===== src/hdl/mpfe_pkg.sv =====
`timescale 1ns / 1ps

package mpfe_pkg;

    localparam int WORD_W  = 16;
    localparam int PULSE_W = 12;
    localparam int POS_W   = 5;
    localparam int MODE_W  = 3;
    localparam int CFG_IDX_W = 3;
    localparam int OUT_TDATA_W = 16;

    typedef enum logic [MODE_W-1:0] {
        MODE_SW16   = 3'd0,
        MODE_SW12P2 = 3'd1,
        MODE_SW8    = 3'd2,
        MODE_PAIR8  = 3'd3,
        MODE_DSYNC  = 3'd4,
        MODE_NONE   = 3'd5
    } mode_t;

    typedef enum logic [CFG_IDX_W-1:0] {
        CFG_MODE      = 3'd0,
        CFG_P0_STOP   = 3'd1,
        CFG_P0_FWD    = 3'd2,
        CFG_P0_REAR   = 3'd3,
        CFG_P1_STOP   = 3'd4,
        CFG_P1_FWD    = 3'd5,
        CFG_P1_REAR   = 3'd6
    } cfg_index_t;

    localparam logic [PULSE_W-1:0] US_SYNC      = 12'd950;
    localparam logic [PULSE_W-1:0] US_SW_ON     = 12'd1250;
    localparam logic [PULSE_W-1:0] US_SW_OFF    = 12'd1750;
    localparam logic [PULSE_W-1:0] US_NEUTRAL   = 12'd1500;
    localparam logic [PULSE_W-1:0] US_PAIR_LO   = 12'd1100;
    localparam logic [PULSE_W-1:0] US_PAIR_MID  = 12'd1300;
    localparam logic [PULSE_W-1:0] US_PAIR_HI   = 12'd1500;
    localparam logic [PULSE_W-1:0] US_PAIR_OFS  = 12'd600;
    localparam logic [PULSE_W-1:0] US_DSYNC     = 12'd2100;
    localparam logic [PULSE_W-1:0] US_DS_BOTTOM = 12'd1900;
    localparam logic [PULSE_W-1:0] US_DS_TOP    = 12'd1150;

endpackage


===== src/hdl/multiswitch_pulse_frame_encoder_top.sv =====
// Multi-switch pulse frame encoder.
// The s_axis channel takes one word per servo frame slot: s_axis_tdata holds the
// 16-bit switch word. The m_axis channel returns one word per input word with the
// pulse width in microseconds for that slot in m_axis_tdata bits 11..0.
// The cfg channel writes the mode (index 0) and the six proportional widths
// (indexes 1 to 6); cfg_ready is always high and other indexes are ignored.
// A mode write restarts the frame at the first slot. Configure only while idle.
// A word accepted on s_axis is registered and offered on m_axis in the next cycle.
// One word per cycle while m_axis is not stalled; the slot position update and
// width select are a single small block of logic in front of the output register.
// While the receiver stalls, the output register holds its word and s_axis_tready
// stays high only if the output register will be emptied in the same cycle.
// Reset clears the slot position, sets the mode to none and every proportional
// width to 1500, and empties the output register.
`timescale 1ns / 1ps

module multiswitch_pulse_frame_encoder_top (
    input  logic                                clk,
    input  logic                                rst_n,
    input  logic                                s_axis_tvalid,
    output logic                                s_axis_tready,
    // switch_word [15:0]
    input  logic [mpfe_pkg::WORD_W-1:0]         s_axis_tdata,
    output logic                                m_axis_tvalid,
    input  logic                                m_axis_tready,
    // pulse_width_us [11:0], zero [15:12]
    output logic [mpfe_pkg::OUT_TDATA_W-1:0]    m_axis_tdata,
    input  logic                                cfg_valid,
    output logic                                cfg_ready,
    input  logic [mpfe_pkg::CFG_IDX_W-1:0]      cfg_index,
    input  logic [mpfe_pkg::PULSE_W-1:0]        cfg_data
);
    import mpfe_pkg::*;

    logic [MODE_W-1:0]  mode_reg;
    logic [PULSE_W-1:0] p0_stop_reg, p0_fwd_reg, p0_rear_reg;
    logic [PULSE_W-1:0] p1_stop_reg, p1_fwd_reg, p1_rear_reg;
    logic [POS_W-1:0]   pos_reg, pos_next;
    logic               out_valid_reg;
    logic [PULSE_W-1:0] out_data_reg, width_next;

    logic               in_accept, cfg_accept;
    logic [POS_W-1:0]   last_slot, sw_pos, ds_pos_inc;
    logic [3:0]         idx_a, idx_b;
    logic               bit_a, bit_b;
    logic [3:0]         pair_slot;
    logic [PULSE_W-1:0] pair_base;

    function automatic logic [PULSE_W-1:0] prop_pick(
        input logic [PULSE_W-1:0] stop_us,
        input logic [PULSE_W-1:0] fwd_us,
        input logic [PULSE_W-1:0] rear_us,
        input logic               fwd,
        input logic               rear
    );
        logic [PULSE_W-1:0] res;
        if (fwd == rear)
        begin
            res = stop_us;
        end
        else if (fwd)
        begin
            res = fwd_us;
        end
        else
        begin
            res = rear_us;
        end
        return res;
    endfunction

    assign in_accept     = s_axis_tvalid && s_axis_tready;
    assign cfg_ready     = 1'b1;
    assign cfg_accept    = cfg_valid && cfg_ready;
    assign s_axis_tready = !out_valid_reg || m_axis_tready;
    assign m_axis_tvalid = out_valid_reg;
    assign m_axis_tdata  = {{(OUT_TDATA_W-PULSE_W){1'b0}}, out_data_reg};

    assign pair_slot  = pos_reg[POS_W-1:1];
    assign ds_pos_inc = pos_reg + 5'd1;

    always_comb
    begin
        width_next = US_NEUTRAL;
        pos_next   = pos_reg;
        last_slot  = 5'd8;
        sw_pos     = pos_reg;
        idx_a      = pos_reg[3:0];
        idx_b      = 4'(pos_reg[3:0] + 4'd1);
        bit_a      = 1'b0;
        bit_b      = 1'b0;
        pair_base  = US_PAIR_MID;
        case (mode_reg)
            MODE_SW16, MODE_SW12P2, MODE_SW8:
            begin
                if (mode_reg == MODE_SW16)
                begin
                    last_slot = 5'd16;
                end
                else if (mode_reg == MODE_SW12P2)
                begin
                    last_slot = 5'd14;
                end
                sw_pos   = (pos_reg != 5'd0) ? pos_reg - 5'd1 : last_slot;
                pos_next = sw_pos;
                if (sw_pos[4])
                begin
                    idx_a = 4'(sw_pos[3:0]);
                end
                if (mode_reg == MODE_SW8)
                begin
                    idx_a = 4'(sw_pos[3:0] + 4'd8);
                end
                else
                begin
                    idx_a = sw_pos[3:0];
                end
                bit_a = s_axis_tdata[idx_a];
                if (sw_pos == last_slot)
                begin
                    width_next = US_SYNC;
                end
                else if (mode_reg == MODE_SW12P2 && sw_pos >= 5'd12)
                begin
                    if (sw_pos > 5'd12)
                    begin
                        width_next = prop_pick(p1_stop_reg, p1_fwd_reg, p1_rear_reg,
                                               s_axis_tdata[15], s_axis_tdata[14]);
                    end
                    else
                    begin
                        width_next = prop_pick(p0_stop_reg, p0_fwd_reg, p0_rear_reg,
                                               s_axis_tdata[13], s_axis_tdata[12]);
                    end
                end
                else
                begin
                    width_next = bit_a ? US_SW_ON : US_SW_OFF;
                end
            end
            MODE_PAIR8:
            begin
                bit_a = s_axis_tdata[idx_a];
                bit_b = s_axis_tdata[idx_b];
                if (bit_a == bit_b)
                begin
                    pair_base = US_PAIR_MID;
                end
                else if (bit_a)
                begin
                    pair_base = US_PAIR_LO;
                end
                else
                begin
                    pair_base = US_PAIR_HI;
                end
                if (pair_slot > 4'd6)
                begin
                    width_next = prop_pick(p1_stop_reg, p1_fwd_reg, p1_rear_reg, bit_b, bit_a);
                end
                else if (pair_slot == 4'd6)
                begin
                    width_next = prop_pick(p0_stop_reg, p0_fwd_reg, p0_rear_reg, bit_b, bit_a);
                end
                else if (pair_slot < 4'd4)
                begin
                    width_next = pair_base + US_PAIR_OFS;
                end
                else
                begin
                    width_next = pair_base;
                end
                pos_next = (pair_slot >= 4'd7) ? 5'd0 : pos_reg + 5'd2;
            end
            MODE_DSYNC:
            begin
                idx_a = 4'({pos_reg[2:0], 1'b0} - 4'd4);
                idx_b = 4'(idx_a + 4'd1);
                bit_a = s_axis_tdata[idx_a];
                bit_b = s_axis_tdata[idx_b];
                if (pos_reg < 5'd2)
                begin
                    width_next = US_DSYNC;
                end
                else if (bit_a == bit_b)
                begin
                    width_next = US_NEUTRAL;
                end
                else if (bit_b)
                begin
                    width_next = US_DS_BOTTOM;
                end
                else
                begin
                    width_next = US_DS_TOP;
                end
                pos_next = (ds_pos_inc >= 5'd10) ? 5'd0 : ds_pos_inc;
            end
            default:
            begin
                width_next = US_NEUTRAL;
                pos_next   = pos_reg;
            end
        endcase
    end

    always_ff @(posedge clk or negedge rst_n)
    begin
        if (!rst_n)
        begin
            mode_reg    <= MODE_NONE;
            p0_stop_reg <= US_NEUTRAL;
            p0_fwd_reg  <= US_NEUTRAL;
            p0_rear_reg <= US_NEUTRAL;
            p1_stop_reg <= US_NEUTRAL;
            p1_fwd_reg  <= US_NEUTRAL;
            p1_rear_reg <= US_NEUTRAL;
            pos_reg     <= '0;
        end
        else if (cfg_accept)
        begin
            case (cfg_index)
                CFG_MODE:
                begin
                    mode_reg <= cfg_data[MODE_W-1:0];
                    pos_reg  <= '0;
                end
                CFG_P0_STOP: p0_stop_reg <= cfg_data;
                CFG_P0_FWD:  p0_fwd_reg  <= cfg_data;
                CFG_P0_REAR: p0_rear_reg <= cfg_data;
                CFG_P1_STOP: p1_stop_reg <= cfg_data;
                CFG_P1_FWD:  p1_fwd_reg  <= cfg_data;
                CFG_P1_REAR: p1_rear_reg <= cfg_data;
                default:
                begin
                end
            endcase
        end
        else if (in_accept)
        begin
            pos_reg <= pos_next;
        end
    end

    always_ff @(posedge clk or negedge rst_n)
    begin
        if (!rst_n)
        begin
            out_valid_reg <= 1'b0;
        end
        else if (in_accept)
        begin
            out_valid_reg <= 1'b1;
        end
        else if (m_axis_tready)
        begin
            out_valid_reg <= 1'b0;
        end
    end

    always_ff @(posedge clk)
    begin
        if (in_accept)
        begin
            out_data_reg <= width_next;
        end
    end

endmodule


===== config.mk =====
export PLATFORM = sky130hd
export DESIGN_NAME = multiswitch_pulse_frame_encoder_top
export DESIGN_NICKNAME = d
export VERILOG_FILES = /design/src/hdl/mpfe_pkg.sv /design/src/hdl/multiswitch_pulse_frame_encoder_top.sv
export SDC_FILE = /design/constraint.sdc
export NUM_CORES = 1
export LEC_CHECK = 0
export BUFFER_PORTS_ARGS = -buffer_cell sky130_fd_sc_hd__buf_2
export CORE_MARGIN = 5
export CORE_UTILIZATION = 40
export CTS_CLUSTER_SIZE = 30
export DETAILED_ROUTE_END_ITERATION = 8
export PLACE_DENSITY = 0.7
export SKIP_CTS_REPAIR_TIMING = 1
export SLEW_MARGIN = 20
export SYNTH_ARGS = -nofsm -noshare
export SYNTH_HDL_FRONTEND = slang
export SYNTH_SLANG_ARGS = --single-unit
export TNS_END_PERCENT = 20

===== constraint.sdc =====
create_clock -name clk -period 4.44 [get_ports clk]
set_input_delay 0.888 -clock clk [delete_from_list [all_inputs] [get_ports clk]]
set_output_delay 0.888 -clock clk [all_outputs]
set_load 0.05 [all_outputs]

==> summary.txt <==
Final layout
  – Filler cells: about 1600
  – Layout area overhead: 11.2%
  – Share of layout cells above drive strength 1: approximately a third
  – Final Core Density: 45.7%
  – Ant. Diodes: 0
  – Nets@finish: 746

STA
  – Hold Violations, Final: 0
  – Clock Skew: between 10 and 15 ps
  – Fin crit share: between 90% and 100%
  – Minimum clock period: ~4100 ps
  – Worst Max-Slew Pin Slew: between 900 and 1000 ps
  – Max_slew headroom: between 30% and 40%
  – Setup tns final: 0 ps
  – F_max: roughly 240 MHz
  – Final setup vio count: 0
  – Slew Limit Fails: 0
  – RSZ-0062 raised after global routing: no

Worst hold path
  – Hold Crit Class: register to register

Placed design
  – GP Congestion: between 0.9 and 1
  – DPL Wire Length: ~13000 um
  – I/O Buffers: ~50

Run status
  – Outcome: complete, no violations

Job
  – Max-cap violations: 0

Worst setup path
  – Crit Path Class: register to register
  – Startpoint Class: register
  – Critical path fanouts, max: 24
  – Crit path arrival time: about 4200 ps
  – Worst setup EP type: register
  – CP required: 4540 ps

Route
  – Vias: 5610
  – DR WL met2: roughly 8800 um
  – Wire length per cell: slightly above 20 um
  – Top Layer Used: met4
  – Routed WL: 18700 um
  – Initial DRC count: roughly 470
  – Router iterations before antenna repair: 5
  – Routed wl met3: between 1000 and 1500 um
  – Vias per cell: 6.08
  – Met1 WL: ~8300 um
  – Residual DRC: 0
  – Antenna viol nets, final: 0

CTS
  – CTS tree: yes
  – Worst-Skew Late Latency: 360 ps
  – Clock Path Buffers: 2
  – Htree depth: 3
  – Root buf cell: clkbuf_16
  – Sink Count: 93
  – CTS Buf Count: 9
  – CTS clk-pin slew, worst paths: around 70 ps

Synthesis
  – Mux contribution to synthesized area: between 20% and 30%
  – Synth Area in Adders: 2.49%
  – Mapped Cells: around 670
  – Seq/Total Area, Yosys: 35.8%
  – Ys async rst share: 87.1%
  – Synth cell types: 66
  – XOR/XNOR Fraction of Synth Area: roughly 1.3%
  – Number of synthesized flops with an enable pin: 12
  – Largest family of logic cells by synthesized area: multiplexers
  – Synth Area in Compound Gates: approximately 16%
  – Synth Register Bits: between 90 and 100
  – Ys Warns: 0
  – Post-Syn Area: 0.00683 sq mm
  – Main synth FF type: dfstp_2
  – Syn Area/Cell: between 10 and 15 sq um
  – Post-Synth Simple-Gate Area: 14.0%

Global routing
  – Overall routing resource usage: roughly a fifth
  – Wire length of the first global-routing pass: around 30000 um
  – Overflow after GRT: 0
  – Vias in the first global route: approximately 5400
  – Largest net degree at the start of global routing: 82
  – Initial antenna violation count: 0

Power and ir drop
  – PwrDens: just under 800 mW/mm^2
  – Final Power: between 0.005 and 0.006 W
  – Worst vdd rail ir drop: between 0.0004 and 0.0005 V
  – LEAKAGE: roughly 3.0 nW

Die
  – Boundary Pins: 55
  – Area of the die: between 0.015 and 0.02 sq mm
  – Core Region: roughly 0.017 sq mm
  – Rows: 47
  – Die Y: roughly 140 um
  – Starting Density: between 40% and 50%
  – Chip width: 141 um
[power by group]
| group | switching [W] | total [W] | internal [W] |
|---|---|---|---|
| registers | 0.000227 | 0.00140 | 0.00118 |
| clock network | 0.000354 | 0.000787 | 0.000433 |
| logic | 0.00224 | 0.00380 | 0.00156 |
[cells in the mapped netlist (3+ instances only)]
| cell type | count | area share (%) |
|---|---|---|
| a211o_1 | 8 | 1.0 |
| a211oi_1 | 25 | 2.7 |
| a21o_1 | 3 | 0.33 |
| a21oi_1 | 31 | 2.3 |
| a221o_1 | 3 | 0.44 |
| a221oi_1 | 6 | 0.77 |
| a22oi_1 | 6 | 0.66 |
| a31oi_1 | 6 | 0.55 |
| a32oi_1 | 3 | 0.38 |
| and2_1 | 3 | 0.27 |
| buf_1 | 10 | 0.55 |
| buf_2 | 6 | 0.44 |
| buf_4 | 7 | 0.77 |
| clkbuf_1 | 27 | 1.5 |
| dfrtp_1 | 37 | 14 |
| dfstp_2 | 44 | 17 |
| edfxtp_1 | 12 | 5.3 |
| ha_1 | 12 | 2.2 |
| inv_1 | 13 | 0.71 |
| mux2_2 | 88 | 15 |
| mux2i_1 | 56 | 8.2 |
| mux4_2 | 11 | 3.6 |
| nand2_1 | 47 | 2.6 |
| nand2b_1 | 12 | 1.1 |
| nand3_1 | 17 | 1.2 |
| nand3b_1 | 7 | 0.77 |
| nand4b_1 | 5 | 0.64 |
| nor2_1 | 28 | 1.5 |
| nor2b_1 | 23 | 2.1 |
| nor3_1 | 7 | 0.51 |
| nor3b_1 | 12 | 1.3 |
| o211ai_1 | 10 | 1.1 |
| o21ai_0 | 27 | 2.0 |
| o22ai_1 | 4 | 0.37 |
| o311ai_0 | 3 | 0.38 |
| or3_1 | 4 | 0.37 |
| xnor2_1 | 4 | 0.51 |
| xor2_1 | 3 | 0.38 |
[critical path, stage by stage (launching register included)]
cell and delay [ps]:
dfrtp_1 470, inv_1 150, ha_1 760, nor3b_1 130, mux2i_1 260, nand4_4 230
mux2i_4 200, inv_1 100, ha_1 500, inv_1 230, buf_4 230, o311ai_0 340
a21oi_1 70, nand4b_1 190
[per-stage QoR]
| stage | std cells | worst slack (ps) | cell area (sq um) | hold slack [ps] |
|---|---|---|---|---|
| after floorplan | 669 | 308 | 6840 | 488 |
| after global placement | 906 | 568 | 7290 | 513 |
| after detailed placement | 906 | 358 | 7290 | 522 |
| after CTS | 922 | 330 | 7590 | 538 |
| after global routing | 922 | 18.2 | 7600 | 564 |
| final | 922 | 303 | 7600 | 534 |
[cell usage in the layout, fill, tap and decap left out, drive strengths merged, types with 7 or more instances in the layout]
cell / count
a211o: 8
a21oi: 31
o211ai: 10
buf: 68
ha: 12
mux2: 88
dfstp: 44
dfrtp: 37
o21ai: 28
nor2: 28
nor3: 7
mux4: 11
mux2i: 57
nand2b: 12
nor3b: 12
inv: 15
nand3b: 7
clkbuf: 11
edfxtp: 12
nor2b: 23
nand3: 17
nand2: 47
a211oi: 25
[final cells by class]
cell class                      count  area (sq um)  area share, %
Clock buffer                       11           264           3.47
Clock inverter                      5          38.8          0.511
Inverter                           13          48.8          0.642
Multi-Input combinational cell    512          4130           54.4
Sequential cell                    93          2440           32.1
Tap cell                          220           275           3.62
Timing Repair Buffer               68           394           5.19
[final timing paths]
path / start / slack (ps) / to / cells past startpoint
worst max-delay path: pos_reg[0] / 300 / out_data_reg[7] / 13
worst min-delay path: m_axis_tvalid / 530 / m_axis_tvalid / 2
worst max register to register: pos_reg[0] / 300 / out_data_reg[7] / 13
worst min register to register: m_axis_tvalid / 530 / m_axis_tvalid / 2
max in group asynchronous: rst_n / 3370 / p0_rear_reg[1] / 1
min in group asynchronous: rst_n / 580 / p1_rear_reg[9] / 1
[per-layer routing]
metal | vias to the layer above | GRT usage (%)
met5 | - | 0
li1 | 2557 | -
met4 | 0 | 6.58
met3 | 34 | 3.28
met2 | 240 | 29.6
met1 | 2779 | 27.1
[cell families (layout without fill, tap and decap cells)]
logic type                 count (synthesis)  in the layout
DFF                                       93             93
buffers and inverters                     64             97
other                                      2              5
AOI/OAI and AO/OA                        155            155
adders and majority gates                 13             13
xor gates and xnor gates                   8              8
muxes                                    156            156
and+or+nand+nor                          175            175
Power figures use the tool's default switching activity.
